[src/design/bps_pkg.sv]
// ----------------------------------------------------------------------------
// bps_pkg
// Shared types, constants and helpers for the beeper pattern sequencer.
// ----------------------------------------------------------------------------
`default_nettype none

package bps_pkg;

    typedef enum logic [1:0] {
        MODE_TICK     = 2'd0,
        MODE_START    = 2'd1,
        MODE_SET_FREQ = 2'd2,
        MODE_UNUSED   = 2'd3
    } mode_t;

    localparam logic [7:0]  TONE_NONE  = 8'd0;
    localparam logic [7:0]  TONE_SHORT = 8'd1;
    localparam logic [7:0]  TONE_DOUBLE = 8'd2;
    localparam logic [7:0]  TONE_TRIPLE = 8'd3;
    localparam logic [7:0]  TONE_SWEEP = 8'd4;

    localparam logic [7:0]  LEN_SHORT = 8'd30;
    localparam logic [7:0]  LEN_LONG  = 8'd50;
    localparam logic [7:0]  LEN_SWEEP = 8'd40;

    localparam logic [15:0] FREQ_BASE = 16'd1000;
    localparam logic [15:0] FREQ_STEP = 16'd25;

    localparam logic [3:0]  LAST_STAGE_DOUBLE = 4'd3;
    localparam logic [3:0]  LAST_STAGE_TRIPLE = 4'd4;
    localparam logic [3:0]  LAST_STAGE_SWEEP  = 4'd7;

    localparam int          PADDR_W = 3;
    localparam logic        REG_SOUND_ENABLE = 1'b0;
    localparam logic        REG_VOLUME_LEVEL = 1'b1;

    // Sweep frequency for stages 0..7: 1000 - 25*stage.
    function automatic logic [15:0] sweep_freq(input logic [2:0] stage);
        logic [15:0] step;
        step = FREQ_STEP * {13'd0, stage};
        return FREQ_BASE - step;
    endfunction

endpackage

`default_nettype wire

[src/design/beeper_pattern_sequencer.sv]
// ----------------------------------------------------------------------------
// beeper_pattern_sequencer
// Buzzer pattern controller driven by millisecond ticks, start requests and
// frequency writes; one status beat out for every beat in.
// ----------------------------------------------------------------------------
// Each input beat (a tick, a tone start or a frequency write) updates the
// pattern state in the cycle it is accepted and yields exactly one output beat
// carrying the state after that update. A beat can be taken every clock
// cycle while s_tready is high; each result is registered. The output side is a
// result register backed by one skid register, so the input keeps accepting
// while one result waits, and s_tready drops only when both are full.
// Configuration: sound_enable at byte address 0, volume_level at address 4.
`default_nettype none

module beeper_pattern_sequencer
    import bps_pkg::*;
(
    input  wire logic               clk,
    input  wire logic               rst_n,
    // APB configuration port
    input  wire logic               psel,
    input  wire logic               penable,
    input  wire logic               pwrite,
    input  wire logic [PADDR_W-1:0] paddr,
    input  wire logic [31:0]        pwdata,
    output logic      [31:0]        prdata,
    output logic                    pready,
    // input stream
    input  wire logic               s_tvalid,
    output logic                    s_tready,
    input  wire logic [23:0]        s_tdata,  // [7:0] tone_code, [23:8] freq_value
    input  wire logic [1:0]         s_tuser,  // [1:0] mode
    // output stream
    output logic                    m_tvalid,
    input  wire logic               m_tready,
    output logic      [23:0]        m_tdata   // [0] beeper_on, [16:1] tone_freq,
                                              // [17] busy_res, [19:18] volume_out,
                                              // [23:20] zero
);

    logic        sound_enable_reg;
    logic [1:0]  volume_level_reg;

    logic [7:0]  active_tone_reg,  active_tone_next;
    logic [3:0]  stage_reg,        stage_next;
    logic [7:0]  countdown_reg,    countdown_next;
    logic        first_step_reg,   first_step_next;
    logic        gen_running_reg,  gen_running_next;
    logic [15:0] freq_reg,         freq_next;

    logic        out_valid_reg,  out_valid_next;
    logic        skid_valid_reg, skid_valid_next;
    logic [19:0] out_data_reg,   out_data_next;
    logic [19:0] skid_data_reg,  skid_data_next;

    logic        in_accept;
    logic        out_take;
    logic        cfg_write;
    mode_t       in_mode;
    logic [7:0]  in_tone;
    logic [15:0] in_freq;
    logic [7:0]  cd_dec;
    logic [19:0] result;

    assign pready    = 1'b1;
    assign cfg_write = psel && penable && pwrite;

    always_comb
    begin
        prdata = 32'd0;
        case (paddr[2])
            REG_SOUND_ENABLE: prdata = {31'd0, sound_enable_reg};
            REG_VOLUME_LEVEL: prdata = {30'd0, volume_level_reg};
            default:          prdata = 32'd0;
        endcase
    end

    always_ff @(posedge clk or negedge rst_n)
    begin
        if (!rst_n)
        begin
            sound_enable_reg <= 1'b0;
            volume_level_reg <= 2'd0;
        end
        else if (cfg_write)
        begin
            case (paddr[2])
                REG_SOUND_ENABLE: sound_enable_reg <= pwdata[0];
                REG_VOLUME_LEVEL: volume_level_reg <= pwdata[1:0];
                default:          ;
            endcase
        end
    end

    assign s_tready  = !skid_valid_reg;
    assign in_accept = s_tvalid && s_tready;
    assign out_take  = out_valid_reg && m_tready;
    assign in_mode   = mode_t'(s_tuser);
    assign in_tone   = s_tdata[7:0];
    assign in_freq   = s_tdata[23:8];
    assign cd_dec    = countdown_reg - 8'd1;

    // pattern state update
    always_comb
    begin
        logic       run;
        logic [3:0] st;
        active_tone_next = active_tone_reg;
        stage_next       = stage_reg;
        countdown_next   = countdown_reg;
        first_step_next  = first_step_reg;
        gen_running_next = gen_running_reg;
        freq_next        = freq_reg;
        run              = 1'b0;
        st               = stage_reg;

        if (in_accept)
        begin
            case (in_mode)
                MODE_TICK:
                begin
                    if (sound_enable_reg && active_tone_reg != TONE_NONE)
                    begin
                        if (first_step_reg)
                        begin
                            first_step_next = 1'b0;
                            st  = 4'd0;
                            run = 1'b1;
                        end
                        else
                        begin
                            countdown_next = cd_dec;
                            run = (cd_dec == 8'd0);
                        end
                    end
                end
                MODE_START:    active_tone_next = in_tone;
                MODE_SET_FREQ: freq_next = in_freq;
                default:       ;
            endcase
        end

        if (run)
        begin
            stage_next = st + 4'd1;
            case (active_tone_reg)
                TONE_SHORT:
                begin
                    gen_running_next = 1'b1;
                    countdown_next   = LEN_SHORT;
                    if (st != 4'd0)
                        active_tone_next = TONE_NONE;
                end
                TONE_DOUBLE:
                begin
                    gen_running_next = !st[0];
                    countdown_next   = LEN_LONG;
                    if (st > LAST_STAGE_DOUBLE)
                        active_tone_next = TONE_NONE;
                end
                TONE_TRIPLE:
                begin
                    gen_running_next = !st[0];
                    countdown_next   = LEN_LONG;
                    if (st > LAST_STAGE_TRIPLE)
                        active_tone_next = TONE_NONE;
                end
                TONE_SWEEP:
                begin
                    gen_running_next = 1'b1;
                    countdown_next   = LEN_SWEEP;
                    if (st > LAST_STAGE_SWEEP)
                    begin
                        freq_next        = FREQ_BASE;
                        active_tone_next = TONE_NONE;
                    end
                    else
                        freq_next = sweep_freq(st[2:0]);
                end
                default: active_tone_next = TONE_NONE;
            endcase

            // pattern finished: countdown keeps its decremented value, or its old value on a first step
            if (active_tone_next == TONE_NONE)
            begin
                gen_running_next = 1'b0;
                stage_next       = 4'd0;
                first_step_next  = 1'b1;
                if (!first_step_reg)
                    countdown_next = cd_dec;
                else
                    countdown_next = countdown_reg;
            end
        end
    end

    assign result = {volume_level_reg, (active_tone_next != TONE_NONE),
                     freq_next, gen_running_next};

    // result register plus skid register
    always_comb
    begin
        out_valid_next  = out_valid_reg;
        skid_valid_next = skid_valid_reg;
        out_data_next   = out_data_reg;
        skid_data_next  = skid_data_reg;
        if (in_accept)
        begin
            if (!out_valid_reg || out_take)
            begin
                out_valid_next = 1'b1;
                out_data_next  = result;
            end
            else
            begin
                skid_valid_next = 1'b1;
                skid_data_next  = result;
            end
        end
        else if (out_take)
        begin
            if (skid_valid_reg)
            begin
                out_data_next   = skid_data_reg;
                skid_valid_next = 1'b0;
            end
            else
                out_valid_next = 1'b0;
        end
    end

    always_ff @(posedge clk or negedge rst_n)
    begin
        if (!rst_n)
        begin
            active_tone_reg <= TONE_SHORT;
            stage_reg       <= 4'd0;
            countdown_reg   <= 8'd1;
            first_step_reg  <= 1'b1;
            gen_running_reg <= 1'b0;
            freq_reg        <= FREQ_BASE;
            out_valid_reg   <= 1'b0;
            skid_valid_reg  <= 1'b0;
        end
        else
        begin
            active_tone_reg <= active_tone_next;
            stage_reg       <= stage_next;
            countdown_reg   <= countdown_next;
            first_step_reg  <= first_step_next;
            gen_running_reg <= gen_running_next;
            freq_reg        <= freq_next;
            out_valid_reg   <= out_valid_next;
            skid_valid_reg  <= skid_valid_next;
        end
    end

    always_ff @(posedge clk)
    begin
        out_data_reg  <= out_data_next;
        skid_data_reg <= skid_data_next;
    end

    assign m_tvalid = out_valid_reg;
    assign m_tdata  = {4'd0, out_data_reg};

`ifndef ASSERT_OFF
    // skid register only fills behind a waiting result
    a_skid_behind_out: assert property (@(posedge clk) disable iff (!rst_n)
        skid_valid_reg |-> out_valid_reg)
        else $error("skid register full while result register empty");

    // a beat accepted against a stalled output lands in the skid register
    a_stall_to_skid: assert property (@(posedge clk) disable iff (!rst_n)
        (in_accept && out_valid_reg && !m_tready) |=> skid_valid_reg)
        else $error("beat accepted under stall was not held");

    // a tick while idle leaves the pattern untouched
    a_idle_tick: assert property (@(posedge clk) disable iff (!rst_n)
        (in_accept && in_mode == MODE_TICK && active_tone_reg == TONE_NONE)
        |=> ($stable(stage_reg) && $stable(countdown_reg) && $stable(gen_running_reg)))
        else $error("tick with no active tone changed the pattern");
`endif

endmodule

`default_nettype wire

[config.mk]
export PLATFORM = sky130hd
export DESIGN_NAME = beeper_pattern_sequencer
export DESIGN_NICKNAME = d
export VERILOG_FILES = /design/src/design/bps_pkg.sv /design/src/design/beeper_pattern_sequencer.sv
export SDC_FILE = /design/constraint.sdc
export NUM_CORES = 1
export LEC_CHECK = 0
export ABC_CLOCK_PERIOD_IN_PS = 6400
export BUFFER_PORTS_ARGS = -buffer_cell sky130_fd_sc_hd__clkbuf_2
export CORE_AREA = 3 3 111 113
export CTS_CLUSTER_SIZE = 8
export DETAILED_ROUTE_END_ITERATION = 10
export DIE_AREA = 0 0 114 116
export PLACE_DENSITY = 0.62
export REMOVE_ABC_BUFFERS = 1
export SLEW_MARGIN = 20
export SYNTH_ARGS = -nofsm -noshare
export SYNTH_HDL_FRONTEND = slang
export SYNTH_SLANG_ARGS = --single-unit
[constraint.sdc]
create_clock -name clk -period 6.4 [get_ports clk]
set_clock_uncertainty 0.2 [all_clocks]
set_input_delay 0.64 -clock clk [delete_from_list [all_inputs] [get_ports clk]]
set_output_delay 0.64 -clock clk [all_outputs]
set_load 0.005 [all_outputs]
==> flow_summary_export.csv <==
group,metric,value,unit
outcome,status,"finished, final reports clean",
cts,ctsHtreeMaxLevel,3,
timing,tightest_slew,0.9895,ns
timing,hold_viol_final,0,
cts,post_cts_buffers,0,
cts,cts_root_buf,"clkbuf_16",
timing,setup_viol,0,
routing,drt_pass1_iterations,4,
critical_path,path_class,"reg -> reg",
timing,rsz0062_at_grt,"false",
synth,synth_edf_count,40,
synth,yosys.area_share.adder,0.03307,
synth,synth_seq_cells,83,
layout,areaGrowthSynthToFinish,13.17,%
layout,drive_above_1_share,0.2242,
critical_path,end_kind,"flip-flop",
global_routing,grt_pass1_wl,15.24,mm
place,numPortBuffers,59,
floorplanning,ios,127,
synth,synth_compound_area_frac,0.1284,
synth,yosys.area_share.xor_xnor,0.01929,
layout,finalNonFillerCells,638,
floorplanning,core_area,0.01142,mm²
layout,antennaDiodeCount,0,
cts,worstSkewPairLatency,0.34,ns
floorplanning,start_util,0.3977,
synth,syn_inst,432,
routing,routedWlPerCell,14.97,µm
cts,cts_made_buffers,9,
routing,routed_wirelength,9.549,mm
synth,async_reset_ff_frac,0.5181,
critical_path,worst_ep_arrival_time,3.71,ns
synth,yosys.area_share.simple,0.1722,
run,max_cap_viol_count,0,
synth,synth_flop_cell,"edfxtp_1",
routing,avgViaCountPerCell,5.147,
cts,cts_resized,0,
timing,fmax,260.3,MHz
place,place_congestion,0.7863,
cts,cts_tree,"done",
synth,synth_top_area_share,0.2645,
floorplanning,die_x,114,µm
cts,clock-sinks,83,
synth,syn_avg_cell_area,10.51,µm²
synth,yosys.area.top_type,"edfxtp_1",
timing,relSlewSlack,0.3403,
routing,vias,3284,
synth,synthMuxAreaShare,0.05070,
critical_path,cp.required,6.27,ns
worst_hold_path,hp-class,"in -> async",
floorplanning,die-area,0.01322,mm²
timing,fin_crit_sh,0.6003,
timing,tns,0,ns
global_routing,grt_pass1_vias,3073,
pwr,peakVddDrop,196.5,µV
synth,syn_area,0.004541,mm²
pwr,power.leakage,2.138,nW
layout,final_nets,570,
global_routing,grt-ovfl-total,0,
cts,clk_pin_slew,0.07,ns
routing,drt_drc_violations_left,0,
global_routing,grt_max_degree,44,
routing,drtIter0Drc,240,
synth,synth_top_family_by_area,"simple AND/OR/NAND/NOR gates",
critical_path,cp_max_fo,11,
synth,synth_warnings,0,
timing,finalMaxSlewViolations,0,
place,dp.cells,622,
synth,synth_area_leaders,"edfxtp_1 26%, dfrtp_1 19%, buf_4 6.1%",
global_routing,grt_usage,0.1454,
synth,yosysSeqAreaShare,0.5040,
routing,ant_nets,0,
critical_path,start_kind,"flip-flop",
cts,postCtsHoldBufs,0,
global_routing,antenna_found_initial,0,
timing,fin_crit,3.842,ns
floorplanning,row_count,39,
synth,ys_types,59,
pwr,p_total,1.936,mW
floorplanning,die-height,116,µm
place,hpwl,6.776,mm
cts,cts_max_path_buffers,2,
pwr,p_per_area,376.8,mW/mm²
## synthesized netlist by cell type (3+ instances only)
| library cell | n |
|---|---|
| nand2_1 | 56 |
| edfxtp_1 | 40 |
| buf_4 | 37 |
| dfrtp_1 | 34 |
| a21oi_1 | 27 |
| nor2_1 | 27 |
| mux2i_1 | 14 |
| ha_1 | 12 |
| inv_1 | 10 |
| nor3_1 | 10 |
| a31oi_1 | 9 |
| dfstp_2 | 9 |
| o21ai_0 | 9 |
| o31ai_1 | 9 |
| mux2_2 | 8 |
| nor4_1 | 8 |
| clkbuf_1 | 7 |
| nand3_1 | 7 |
| and2_1 | 6 |
| nor2b_1 | 6 |
| xnor2_1 | 6 |
| a211oi_1 | 5 |
| buf_6 | 5 |
| nand2b_1 | 5 |
| o22ai_1 | 5 |
| or3_1 | 5 |
| a21o_1 | 4 |
| or4_1 | 4 |
| xor2_1 | 4 |
| nand3b_1 | 3 |
| nand4_1 | 3 |
## cell families (layout without fill, tap and decap cells)
| family | Yosys count | after routing |
|---|---|---|
| mux | 22 | 22 |
| simple gates | 154 | 154 |
| compound gates | 87 | 87 |
| other cells | 2 | 35 |
| xor+xnor | 10 | 10 |
| flops | 83 | 83 |
| fa+ha+maj | 12 | 12 |
| buf+inv | 62 | 92 |
## worst max-delay path: stages, from the launching register on
cell     delay [ns]
dfrtp_1        0.50
nor4_1         0.33
nand2_1        0.21
nand2_1        0.25
and2_1         0.26
inv_1          0.14
ha_1           0.27
a31oi_1        0.28
a21oi_4        0.13
or2_2          0.29
a31oi_1        0.56
o41ai_1        0.16
## report_power, final
| group | total (mW) | switching (mW) | internal (mW) |
|---|---|---|---|
| registers | 0.897 | 0.104 | 0.793 |
| logic | 0.500 | 0.292 | 0.208 |
| clock network | 0.540 | 0.215 | 0.325 |
| total | 1.94 | 0.610 | 1.33 |
## cell type report
| class | instances | area [µm²] |
|---|---|---|
| Fill cell | 1097 | 6280 |
| Sequential cell | 83 | 2288 |
| Multi-Input combinational cell | 320 | 1973 |
| Timing Repair Buffer | 66 | 347.8 |
| Clock buffer | 11 | 252.7 |
| Tap cell | 143 | 178.9 |
| Clock inverter | 5 | 60.06 |
| Inverter | 10 | 37.54 |
## through the flow
stage | hold WS, ns | cell area (µm²) | util | worst slack [ns]
2_1_floorplan | 0.1444 | 4290 | - | 2.290
3_3_place_gp | 0.2600 | 4826 | 0.4226 | 2.446
3_5_place_dp | 0.2695 | 4826 | 0.4226 | 2.386
4_1_cts | 0.2003 | 5139 | 0.4500 | 2.527
5_1_grt | 0.2346 | 5139 | 0.4500 | 2.266
6_report | 0.1803 | 5139 | 0.4500 | 2.558
## path summary, 6_finish.rpt
kind,end,depth (start not counted),slack (ns),start
max in group asynchronous,freq_reg[0],2,5.42,rst_n
setup / recovery,out_data_reg[17],11,2.56,active_tone_reg[1]
min in group clk,skid_valid_reg,2,0.28,m_tready
hold reg to reg,stage_reg[1],2,0.28,stage_reg[1]
setup reg to reg,out_data_reg[17],11,2.56,active_tone_reg[1]
hold / removal,countdown_reg[4],2,0.18,rst_n
## routing by layer
metal  up-vias  routed length (µm)  track usage
met5         -                   0            0
met4         0                 127      0.04434
met3        12                 573      0.03969
met2       100                4568       0.2334
met1      1558                4279       0.1932
li1       1614                   -            -
## cell usage in the layout (no fill, tap or decap), types with 3 or more instances in the layout
master	synthesis	final
clkbuf_2	0	59
nand2_1	56	56
edfxtp_1	40	40
conb_1	2	35
dfrtp_1	34	34
nor2_1	27	27
a21oi_1	27	26
mux2i_1	14	14
ha_1	12	12
inv_1	10	10
nor3_1	10	10
o21ai_0	9	9
a31oi_1	9	9
o31ai_1	9	9
dfstp_2	9	9
clkbuf_16	0	9
nor4_1	8	8
mux2_2	8	8
nand3_1	7	7
buf_4	37	7
nor2b_1	6	6
and2_1	6	6
xnor2_1	6	6
nand2b_1	5	5
or3_1	5	5
o22ai_1	5	5
a211oi_1	5	5
xor2_1	4	4
or4_1	4	4
a21o_1	4	4
nand3b_1	3	3
nand4_1	3	3
Note: power is estimated with default switching activity, not from simulation.
